**src/mclw_pkg.sv**
```systemverilog
package mclw_pkg;

    localparam int MAX_CHANNELS = 8;
    localparam int CH_W         = 3;
    localparam int ACT_W        = 4;
    localparam int MISS_W       = 3;
    localparam int CNT_W        = 32;
    localparam int CMD_W        = 16;
    localparam int CFG_IDX_W    = 2;

    // Function codes of an input beat
    localparam logic [1:0] FN_TICK      = 2'd0;
    localparam logic [1:0] FN_HEARTBEAT = 2'd1;
    localparam logic [1:0] FN_COMMAND   = 2'd2;

    // Command sequencer phases
    localparam logic [1:0] PH_IDLE  = 2'd0;
    localparam logic [1:0] PH_STOP  = 2'd1;
    localparam logic [1:0] PH_START = 2'd2;

    // Command words
    localparam logic [CMD_W-1:0] CMD_STOP_A  = 16'hEE00;
    localparam logic [CMD_W-1:0] CMD_STOP_B  = 16'h00EE;
    localparam logic [CMD_W-1:0] CMD_START_A = 16'hFF00;
    localparam logic [CMD_W-1:0] CMD_START_B = 16'h00FF;

    // Configuration register indexes
    localparam logic [CFG_IDX_W-1:0] CFG_TIMEOUT = 2'd0;
    localparam logic [CFG_IDX_W-1:0] CFG_LIMIT   = 2'd1;
    localparam logic [CFG_IDX_W-1:0] CFG_ACTIVE  = 2'd2;

    localparam logic [CNT_W-1:0]  TIMEOUT_RST = 32'hFFE1FB40;
    localparam logic [MISS_W-1:0] LIMIT_RST   = 3'd3;
    localparam logic [ACT_W-1:0]  ACTIVE_RST  = 4'd3;
    localparam logic [MISS_W-1:0] MISS_SAT    = 3'd7;

    typedef struct packed {
        logic [1:0]       func;
        logic [CH_W-1:0]  channel;
        logic [CMD_W-1:0] command_word;
    } t_in;

    typedef struct packed {
        logic reset_request;
        logic check_done;
        logic running;
    } t_out;

    typedef struct packed {
        logic [CNT_W-1:0]  timeout_ticks;
        logic [MISS_W-1:0] miss_limit;
        logic [ACT_W-1:0]  active_channels;
    } t_cfg;

    typedef struct packed {
        logic       failed;
        logic       running;
        logic [1:0] phase;
    } t_stat;

endpackage

```
**src/mclw_cfg.sv**
```systemverilog
module mclw_cfg (
    input  logic                           i_clk,
    input  logic                           i_rst_n,
    input  logic                           i_cfg_we,
    input  logic [mclw_pkg::CFG_IDX_W-1:0] i_cfg_idx,
    input  logic [mclw_pkg::CNT_W-1:0]     i_cfg_wdata,
    output mclw_pkg::t_cfg                 o_cfg
);

    mclw_pkg::t_cfg r_cfg;

    always_ff @(posedge i_clk) begin
        if (!i_rst_n) begin
            r_cfg.timeout_ticks   <= mclw_pkg::TIMEOUT_RST;
            r_cfg.miss_limit      <= mclw_pkg::LIMIT_RST;
            r_cfg.active_channels <= mclw_pkg::ACTIVE_RST;
        end else if (i_cfg_we) begin
            case (i_cfg_idx)
                mclw_pkg::CFG_TIMEOUT: begin
                    r_cfg.timeout_ticks <= i_cfg_wdata;
                end
                mclw_pkg::CFG_LIMIT: begin
                    r_cfg.miss_limit <= i_cfg_wdata[mclw_pkg::MISS_W-1:0];
                end
                mclw_pkg::CFG_ACTIVE: begin
                    r_cfg.active_channels <= i_cfg_wdata[mclw_pkg::ACT_W-1:0];
                end
                default: begin
                end
            endcase
        end
    end

    assign o_cfg = r_cfg;

endmodule

```
**src/mclw_core.sv**
```systemverilog
module mclw_core (
    input  logic           i_clk,
    input  logic           i_rst_n,
    input  logic           i_fire,
    input  mclw_pkg::t_in  i_item,
    input  mclw_pkg::t_cfg i_cfg,
    output mclw_pkg::t_out o_result,
    output mclw_pkg::t_stat o_stat
);

    logic [mclw_pkg::CNT_W-1:0]  r_countdown, n_countdown;
    logic                        r_running, n_running;
    logic                        r_failed, n_failed;
    logic [1:0]                  r_phase, n_phase;
    logic [mclw_pkg::MISS_W-1:0] r_miss [mclw_pkg::MAX_CHANNELS];
    logic [mclw_pkg::MISS_W-1:0] n_miss [mclw_pkg::MAX_CHANNELS];

    logic [mclw_pkg::CNT_W-1:0]  cd_dec;
    logic [mclw_pkg::ACT_W:0]    n_act;
    logic                        bad;
    logic                        checked;

    // Number of channels examined by a check, clamped to the channel count.
    always_comb begin
        if ({1'b0, i_cfg.active_channels} > (mclw_pkg::ACT_W+1)'(mclw_pkg::MAX_CHANNELS)) begin
            n_act = (mclw_pkg::ACT_W+1)'(mclw_pkg::MAX_CHANNELS);
        end else begin
            n_act = {1'b0, i_cfg.active_channels};
        end
    end

    always_comb begin
        bad = 1'b0;
        for (int i = 0; i < mclw_pkg::MAX_CHANNELS; i++) begin
            if (((mclw_pkg::ACT_W+1)'(i) < n_act) && (r_miss[i] >= i_cfg.miss_limit)) begin
                bad = 1'b1;
            end
        end
    end

    assign cd_dec = r_countdown - 1'b1;

    always_comb begin
        n_countdown = r_countdown;
        n_running   = r_running;
        n_failed    = r_failed;
        n_phase     = r_phase;
        n_miss      = r_miss;
        checked     = 1'b0;
        case (i_item.func)
            mclw_pkg::FN_TICK: begin
                if (r_running) begin
                    if (r_countdown == '0) begin
                        n_failed  = 1'b1;
                        n_running = 1'b0;
                    end else begin
                        n_countdown = cd_dec;
                        if (cd_dec == '0) begin
                            n_failed  = 1'b1;
                            n_running = 1'b0;
                        end else if (cd_dec == (i_cfg.timeout_ticks >> 1)) begin
                            checked = 1'b1;
                            if (bad) begin
                                n_failed  = 1'b1;
                                n_running = 1'b0;
                            end else begin
                                for (int i = 0; i < mclw_pkg::MAX_CHANNELS; i++) begin
                                    if (r_miss[i] != mclw_pkg::MISS_SAT) begin
                                        n_miss[i] = r_miss[i] + 1'b1;
                                    end
                                end
                                n_countdown = i_cfg.timeout_ticks;
                            end
                        end
                    end
                end
            end
            mclw_pkg::FN_HEARTBEAT: begin
                if ({1'b0, i_item.channel} < (mclw_pkg::CH_W+1)'(mclw_pkg::MAX_CHANNELS)) begin
                    n_miss[i_item.channel] = '0;
                end
            end
            mclw_pkg::FN_COMMAND: begin
                if (r_phase == mclw_pkg::PH_STOP
                        && i_item.command_word == mclw_pkg::CMD_STOP_B) begin
                    n_running = 1'b0;
                    n_phase   = mclw_pkg::PH_IDLE;
                end else if (r_phase == mclw_pkg::PH_START
                        && i_item.command_word == mclw_pkg::CMD_START_B) begin
                    n_countdown = i_cfg.timeout_ticks;
                    n_running   = 1'b1;
                    n_phase     = mclw_pkg::PH_IDLE;
                end else if (i_item.command_word == mclw_pkg::CMD_STOP_A) begin
                    n_phase = mclw_pkg::PH_STOP;
                end else if (i_item.command_word == mclw_pkg::CMD_START_A) begin
                    n_phase = mclw_pkg::PH_START;
                end else begin
                    n_phase = mclw_pkg::PH_IDLE;
                end
            end
            default: begin
            end
        endcase
    end

    always_ff @(posedge i_clk) begin
        if (!i_rst_n) begin
            r_countdown <= '0;
            r_running   <= 1'b0;
            r_failed    <= 1'b0;
            r_phase     <= mclw_pkg::PH_IDLE;
            for (int i = 0; i < mclw_pkg::MAX_CHANNELS; i++) begin
                r_miss[i] <= '0;
            end
        end else if (i_fire) begin
            r_countdown <= n_countdown;
            r_running   <= n_running;
            r_failed    <= n_failed;
            r_phase     <= n_phase;
            r_miss      <= n_miss;
        end
    end

    assign o_result.reset_request = n_failed;
    assign o_result.check_done    = checked;
    assign o_result.running       = n_running;

    assign o_stat.failed  = r_failed;
    assign o_stat.running = r_running;
    assign o_stat.phase   = r_phase;

endmodule

```
**src/multi_channel_liveness_watchdog.sv**
```systemverilog
// A beat is held in the input register, then its result in the result register.
// Throughput: one beat per cycle; the input register and the result register
// both advance in every cycle in which the result side is not stalled.
// Reset (synchronous, active low) stops the countdown, clears it, the miss
// counts, the command phase and the sticky reset request, and restores the
// configuration registers to their defaults.
module multi_channel_liveness_watchdog (
    input  logic                           i_clk,
    input  logic                           i_rst_n,
    input  logic                           i_in_valid,
    output logic                           o_in_ready,
    input  mclw_pkg::t_in                  i_in,
    output logic                           o_out_valid,
    input  logic                           i_out_ready,
    output mclw_pkg::t_out                 o_out,
    input  logic                           i_cfg_we,
    input  logic [mclw_pkg::CFG_IDX_W-1:0] i_cfg_idx,
    input  logic [mclw_pkg::CNT_W-1:0]     i_cfg_wdata
);

    logic            r_in_valid;
    mclw_pkg::t_in   r_in;
    logic            r_out_valid;
    mclw_pkg::t_out  r_out;
    logic            adv;
    mclw_pkg::t_cfg  cfg;
    mclw_pkg::t_out  result;
    mclw_pkg::t_stat stat;

    // The held beat is executed as soon as the result register can take it.
    assign adv        = r_in_valid && (!r_out_valid || i_out_ready);
    assign o_in_ready = !r_in_valid || adv;

    always_ff @(posedge i_clk) begin
        if (!i_rst_n) begin
            r_in_valid <= 1'b0;
        end else if (o_in_ready) begin
            r_in_valid <= i_in_valid;
        end
    end

    always_ff @(posedge i_clk) begin
        if (o_in_ready && i_in_valid) begin
            r_in <= i_in;
        end
    end

    always_ff @(posedge i_clk) begin
        if (!i_rst_n) begin
            r_out_valid <= 1'b0;
        end else if (adv) begin
            r_out_valid <= 1'b1;
        end else if (i_out_ready) begin
            r_out_valid <= 1'b0;
        end
    end

    always_ff @(posedge i_clk) begin
        if (adv) begin
            r_out <= result;
        end
    end

    mclw_cfg u_cfg (
        .i_clk       (i_clk),
        .i_rst_n     (i_rst_n),
        .i_cfg_we    (i_cfg_we),
        .i_cfg_idx   (i_cfg_idx),
        .i_cfg_wdata (i_cfg_wdata),
        .o_cfg       (cfg)
    );

    mclw_core u_core (
        .i_clk    (i_clk),
        .i_rst_n  (i_rst_n),
        .i_fire   (adv),
        .i_item   (r_in),
        .i_cfg    (cfg),
        .o_result (result),
        .o_stat   (stat)
    );

    assign o_out_valid = r_out_valid;
    assign o_out       = r_out;

    a_failed_sticky: assert property (@(posedge i_clk) disable iff (!i_rst_n)
        stat.failed |=> stat.failed)
        else $error("reset request cleared without reset");

    a_fail_stops: assert property (@(posedge i_clk) disable iff (!i_rst_n)
        $rose(stat.failed) |-> !stat.running)
        else $error("failure did not stop the watchdog");

    a_in_held: assert property (@(posedge i_clk) disable iff (!i_rst_n)
        (r_in_valid && !adv) |=> (r_in_valid && $stable(r_in)))
        else $error("held input beat lost before execution");

endmodule
```
**config.mk**
```make
export PLATFORM = sky130hd
export DESIGN_NAME = multi_channel_liveness_watchdog
export DESIGN_NICKNAME = d
export VERILOG_FILES = /design/src/mclw_pkg.sv /design/src/mclw_cfg.sv /design/src/mclw_core.sv /design/src/multi_channel_liveness_watchdog.sv
export SDC_FILE = /design/constraint.sdc
export NUM_CORES = 1
export LEC_CHECK = 0
export ABC_AREA = 1
export BUFFER_PORTS_ARGS = -buffer_cell sky130_fd_sc_hd__buf_2
export CORE_ASPECT_RATIO = 0.5
export CORE_UTILIZATION = 45
export DETAILED_ROUTE_END_ITERATION = 8
export HOLD_SLACK_MARGIN = 0.08
export SLEW_MARGIN = 25
export SYNTH_ARGS = -nofsm -noshare
export SYNTH_HDL_FRONTEND = slang
export SYNTH_HIERARCHICAL = 1
export SYNTH_SLANG_ARGS = --single-unit
export TNS_END_PERCENT = 5
```
**constraint.sdc**
```tcl
create_clock -name i_clk -period 3.2 [get_ports i_clk]
set_clock_uncertainty 0.1 [all_clocks]
set_input_delay 0.48 -clock i_clk [delete_from_list [all_inputs] [get_ports i_clk]]
set_output_delay 0.48 -clock i_clk [all_outputs]
set_load 0.01 [all_outputs]
```
==> metrics.md, run 1 <==
| Metric | Value |
|---|---|
| Outcome | `finished, final reports clean` |
| Max FO, Critical Path | `32` |
| Via count | `roughly 8800` |
| Post-route minimum period | `about 3000 ps` |
| CTS tree | `built` |
| Crit Path Class | `flip-flop to flip-flop` |
| Placed Cells | `1597` |
| Critical R2R Capture | `u_core/r_miss[2]` |
| WHS Path Cells | `1` |
| Worst path most repeated cell | `nand2_1` |
| Fin crit share | `0.932` |
| Area delta synth->final | `15.2%` |
| Largest net degree at the start of global routing | `75` |
| Setup WS post-layout | `around 220 ps` |
| Pre-CTS WS | `roughly 190 ps` |
| Power Density | `about 500 nW/µm²` |
| Worst Path Required | `approximately 3400 ps` |
| Placer Congestion | `just under 1` |
| CTS Hold Bufs | `0` |
| ANT cells | `0` |
| YS warnings | `6` |
| Share of layout cells above drive strength 1 | `0.140` |
| Total core area | `roughly 19000 µm²` |
| Worst R2R Setup Slack | `220 ps` |
| Setup violations, final | `0` |
| Hold_ws | `122 ps` |
| Crit path DAT | `3170 ps` |
| Clock Tree Root | `clkbuf_16` |
| # IOs | `65` |
| Drt wl/cell | `around 15 µm` |
| Antenna viol nets, final | `0` |
| Max VDD drop | `between 0.3 and 0.4 mV` |
| DR iter-0 viols | `approximately 700` |
| Final nets | `between 1000 and 1500` |
| Buffers on Ports | `between 60 and 70` |
| Routed WL | `~24000 µm` |
| Post-route cell area | `9910 µm²` |
| Crit-path cells | `nor2_2, nand2_2, nor2_4, buf_4, buf_12, nand2_4, nor2_1, nand2_1, nand2_1, nand2_1, nand2_1, nand2_1, nor2_4, inv_1, nor2_1, nand3_2, nand2_2, buf_12, nand3_1, nand2_1, a21oi_1` |
| Die W | `a little under 200 µm` |
| Initial Util | `0.463` |
| Cts bufs inserted | `17` |
| # H-tree levels | `4` |
| Hold Fails Final Rpt | `0` |
| Final Non-Filler Cells | `~1600` |
| Clock transition at path regs | `about 60 ps` |
| Row cnt | `35` |
| CP delay by family, top | `simple AND/OR/NAND/NOR gates` |
| Final HPWL from detailed placement | `around 17000 µm` |
| DR DRC count | `0` |
| Syn avg cell area | `~6.6 µm²` |
| Worst Min Path Start | `i_in[13]` |
| Most frequent cells in the layout | `nand2_1, nand3_1, nor2_1` |
| Post-synth net total | `1409` |
| Area of the die | `roughly 20000 µm²` |
| Hold crit path type | `input port to flip-flop` |
| Max Clock Freq | `~340 MHz` |
| Clock Latency Late Sink | `430 ps` |
| CP Capture Type | `flip-flop` |
| Reg2reg path depth | `21` |
| Max-slew violations | `0` |
| Worst Tran Pin Value | `a little over 800 ps` |
| DR pass1 iterations | `5` |
| Mapped Area | `~8600 µm²` |
| WP buf/inv | `4` |
| Antenna violations before repair | `0` |
| Post-Syn Instances | `roughly 1300` |
| Max Cap Viol | `0` |
| Commonest non-fill, non-tap cell in the layout | `nand2_1` |
| Slowest CP cell | `dfxtp_1` |
| Clock Path Buffers | `2` |
| Critical R2R Launch | `u_core/r_countdown[4]` |
| GRT overflow | `0` |
| Die H | `around 100 µm` |
| Gr usage total | `0.254` |
| Worst slew margin | `0.454` |
| Clock sink count | `roughly 130` |
| Pleak | `approximately 4.7 nW` |
| Post-place instance area | `between 9000 and 10000 µm²` |
| Critical Path Max Stage Delay | `370 ps` |
| Vias per inst | `~5.4` |
| Number of global-route vias before repair | `a little over 8000` |
| Hold Path Sink | `r_in[13]` |
| First-pass GRT wire length | `40000 µm` |
| Critical path launch point type | `flip-flop` |
| Final core area utilization | `0.534` |
==> stage by stage <==
stage,TNS (ps),power [W]
2_1_floorplan,0,0.00252
3_3_place_gp,0,0.00281
3_5_place_dp,0,0.00282
4_1_cts,0,0.00491
5_1_grt,-13.4,0.00516
6_report,0,0.00492
==> layer usage <==
layer / part of all wire / up-vias / GRT usage
li1: - / 4480 / -
met1: 0.47 / 4018 / 0.336
met2: 0.46 / 235 / 0.431
met3: 0.056 / 26 / 0.0433
met4: 0.012 / 0 / 0.0686
met5: 0 / - / 0
==> layout make-up <==
cell class	instances	area (µm²)
well taps	259	324
fillers	1853	8660
repair buffers	95	641
inverters	127	477
multi-input cells	998	5100
flip-flops and latches	125	2740
clock buffers	19	443
clock inverters	13	176
==> how the worst max path moves through the flow <==
| stage | start | end | slack [ps] | cells after the start |
|---|---|---|---|---|
| after global routing | u_core/r_countdown[4] | u_core/r_countdown[22] | -10 | 21 |
| final | u_core/r_countdown[4] | u_core/r_miss[2] | 220 | 21 |
| after global placement | u_core/r_countdown[4] | u_core/r_miss[1] | 240 | 19 |
| after floorplan | u_core/r_countdown[0] | u_core/r_countdown[23] | 650 | 20 |
| after CTS | u_core/r_countdown[0] | u_core/r_miss[9] | 150 | 15 |
| after detailed placement | u_core/r_countdown[0] | u_core/r_miss[9] | 190 | 15 |
==> repair_timing <==
item	CTS	global route
endpoints found under the setup margin	0	56
endpoints found under the hold margin	0	0
setup buffers	0	7
resized for setup	0	15
==> state kept, by name (all words and copies together), names as in the netlist, 2 cells and up <==
signal and cells:
u_cfg/o_cfg 39, r_in 21, u_core/r_countdown 32, u_core/r_phase 2, o_out 3, u_core/r_miss 24
==> report_power, final <==
group	internal, W	total [W]	switching (W)
Combinational	0.000374	0.00110	0.000726
Sequential	0.00167	0.00174	0.0000682
Clock	0.00127	0.00208	0.000810
Note: power is estimated with default switching activity, not from simulation.
==> run 2, diff against run 1 <==
==> constraint.sdc (replaced) <==
create_clock -name i_clk -period 3.2 [get_ports i_clk]
set_clock_uncertainty 0.1 [all_clocks]
set_input_delay 0.16 -clock i_clk [delete_from_list [all_inputs] [get_ports i_clk]]
set_output_delay 0.16 -clock i_clk [all_outputs]
set_load 0.01 [all_outputs]
==> run 2 against run 1 <==
Compared with the run above: total power down 0.13%; worst hold slack better by 190 ps; maximum frequency shrank 1.2%; utilization is 2.5 points higher; first-iteration DRC count is 0.56% lower; count of clock-buffer cells in the layout down 2; register-to-register slack worse by 30 ps; combinational power up 5%; clock power shrank 3%; final area rose by 4.7%; largest power group unchanged.
==> metrics.md, run 2 (synthesis gave the netlist of run 1 again) <==
| Metric | Value |
|---|---|
| Commonest non-fill, non-tap cell in the layout | `nand2_1` |
| Die H | `99.8 µm (unchanged)` |
| Placer Congestion | `0.981 (-0.58%)` |
| Clock sink count | `125 (unchanged)` |
| DR DRC count | `0 (unchanged)` |
| Initial Util | `0.463 (unchanged)` |
| Via count | `8956 (+2.2%)` |
| Fin crit share | `0.943 (+0.0109)` |
| Max VDD drop | `0.336 mV (-9.9%)` |
| Clock Latency Late Sink | `430 ps (about the same)` |
| # H-tree levels | `4 (unchanged)` |
| Most frequent cells in the layout | `nand2_1, nand3_1, nor2_1` |
| Max FFs per register | `39 (unchanged)` |
| First-pass GRT wire length | `41400 µm (+3.3%)` |
| DR iter-0 viols | `710 (-0.56%)` |
| Max-slew violations | `0 (unchanged)` |
| Final Non-Filler Cells | `1686 (+3.1%)` |
| Max Clock Freq | `331 MHz (-1.2%)` |
| Post-route minimum period | `3020 ps (+34.9 ps)` |
| Crit Path Class | `flip-flop to flip-flop` |
| Clock Path Buffers | `2 (unchanged)` |
| Pre-CTS WS | `186 ps (-3.06 ps)` |
| Worst Tran Pin Value | `917 ps (+103 ps)` |
| Gr usage total | `0.263 (+0.00837)` |
| Antenna viol nets, final | `0 (unchanged)` |
| Placed Cells | `1593 (-0.25%)` |
| Final HPWL from detailed placement | `17400 µm (-0.21%)` |
| Max Cap Viol | `0 (unchanged)` |
| # IOs | `65 (unchanged)` |
| Largest net degree at the start of global routing | `75 (unchanged)` |
| Vias per inst | `5.31 (-0.78%)` |
| Routed WL | `24900 µm (+2.0%)` |
| Number of global-route vias before repair | `8369 (+2.6%)` |
| Clock transition at path regs | `60 ps (about the same)` |
| Antenna violations before repair | `0 (unchanged)` |
| Cts bufs inserted | `17 (unchanged)` |
| Area of the die | `19700 µm² (unchanged)` |
| ANT cells | `0 (unchanged)` |
| Power Density | `473 nW/µm² (-4.6%)` |
| Design Power | `0.00491 W (-0.13%)` |
| Area delta synth->final | `20.6%` |
| Share of layout cells above drive strength 1 | `0.127 (-0.0133)` |
| Clock Tree Root | `clkbuf_16` |
| Hold crit path type | `input port to flip-flop` |
| CTS tree | `built` |
| Critical path launch point type | `flip-flop` |
| Setup violations, final | `0 (unchanged)` |
| Pleak | `4.92 nW (+3.7%)` |
| DR pass1 iterations | `5 (unchanged)` |
| Total core area | `18600 µm² (unchanged)` |
| Setup_tns | `0 ps (unchanged)` |
| Final nets | `1516 (+3.4%)` |
| GRT overflow | `0 (unchanged)` |
| Max FO, Critical Path | `32 (unchanged)` |
| Outcome | `finished, final reports clean` |
| Drt wl/cell | `14.8 µm (-0.98%)` |
| Setup WS post-layout | `183 ps (-34.9 ps)` |
| Worst Path Required | `3430 ps (+40 ps)` |
| Hold Fails Final Rpt | `0 (unchanged)` |
| Worst slew margin | `0.389 (-0.0654)` |
| CP Capture Type | `flip-flop` |
| Die W | `198 µm (unchanged)` |
| Buffers on Ports | `64 (unchanged)` |
| Row cnt | `35 (unchanged)` |
| Crit path DAT | `3250 ps (+80 ps)` |
| RSZ-0062 raised after global routing | `no` |
-- run 2: repair_timing --
action,CTS,global route
setup buffers,0,1
resized for setup,0,9
endpoints found under the setup margin,0,57
endpoints found under the hold margin,62,0
hold buffers,60,0
-- run 2: through the flow --
step            util  instance area [µm²]  hold slack (ps)
3_5_place_dp   0.492                 9130              238
3_3_place_gp   0.492                 9130              237
2_1_floorplan      -                 8600              159
4_1_cts        0.556                10300              292
6_report       0.559                10400              315
5_1_grt        0.559                10400              339
-- run 2: cell type report --
class                           instances  area, µm²
Tap cell                              259        324
Clock buffer                           17        425
Sequential cell                       125       2740
Clock inverter                         15        174
Multi-Input combinational cell        998       5070
Inverter                              127        479
Timing Repair Buffer                  145       1150
Fill cell                            1871       8200
-- run 2: layer usage --
metal,vias to the layer above,GRT usage,part of all wire,routed length (µm)
li1,4575,-,-,-
met1,4069,0.348,0.47,11600
met2,265,0.431,0.46,11300
met3,47,0.0437,0.057,1430
met4,0,0.102,0.022,548
met5,-,0,0,0
-- run 2: path summary, 6_finish.rpt --
path	depth (start not counted)	to	start	slack, ps
max	19	u_core/r_miss[6]	u_core/r_countdown[2]	180
min reg2reg	2	u_cfg/o_cfg[18]	u_cfg/o_cfg[18]	370
max reg2reg	19	u_core/r_miss[6]	u_core/r_countdown[2]	180
min	3	u_core/r_miss[14]	i_rst_n	320
-- run 2: critical path: stages (launching register included) --
cell	delay [ps]
dfxtp_1	360
nor2_2	200
nand2_4	130
nor2_4	210
buf_4	160
nand2_4	50
nand2_1	70
nand2_1	100
nor2_1	180
nand2_1	80
nor2_1	120
nand2_1	70
nor2_1	140
nand2_1	140
nand3_1	180
nand2_2	90
buf_12	180
nand3_1	120
nand2_1	90
a21oi_1	140
-- run 2: report_power, final --
group	switching, W	leakage [nW]	internal (W)	total (W)
Clock	0.000846	0.293	0.00117	0.00202
Sequential	0.0000699	1.06	0.00167	0.00174
Combinational	0.000735	3.57	0.000414	0.00115
Total	0.00165	4.92	0.00326	0.00491
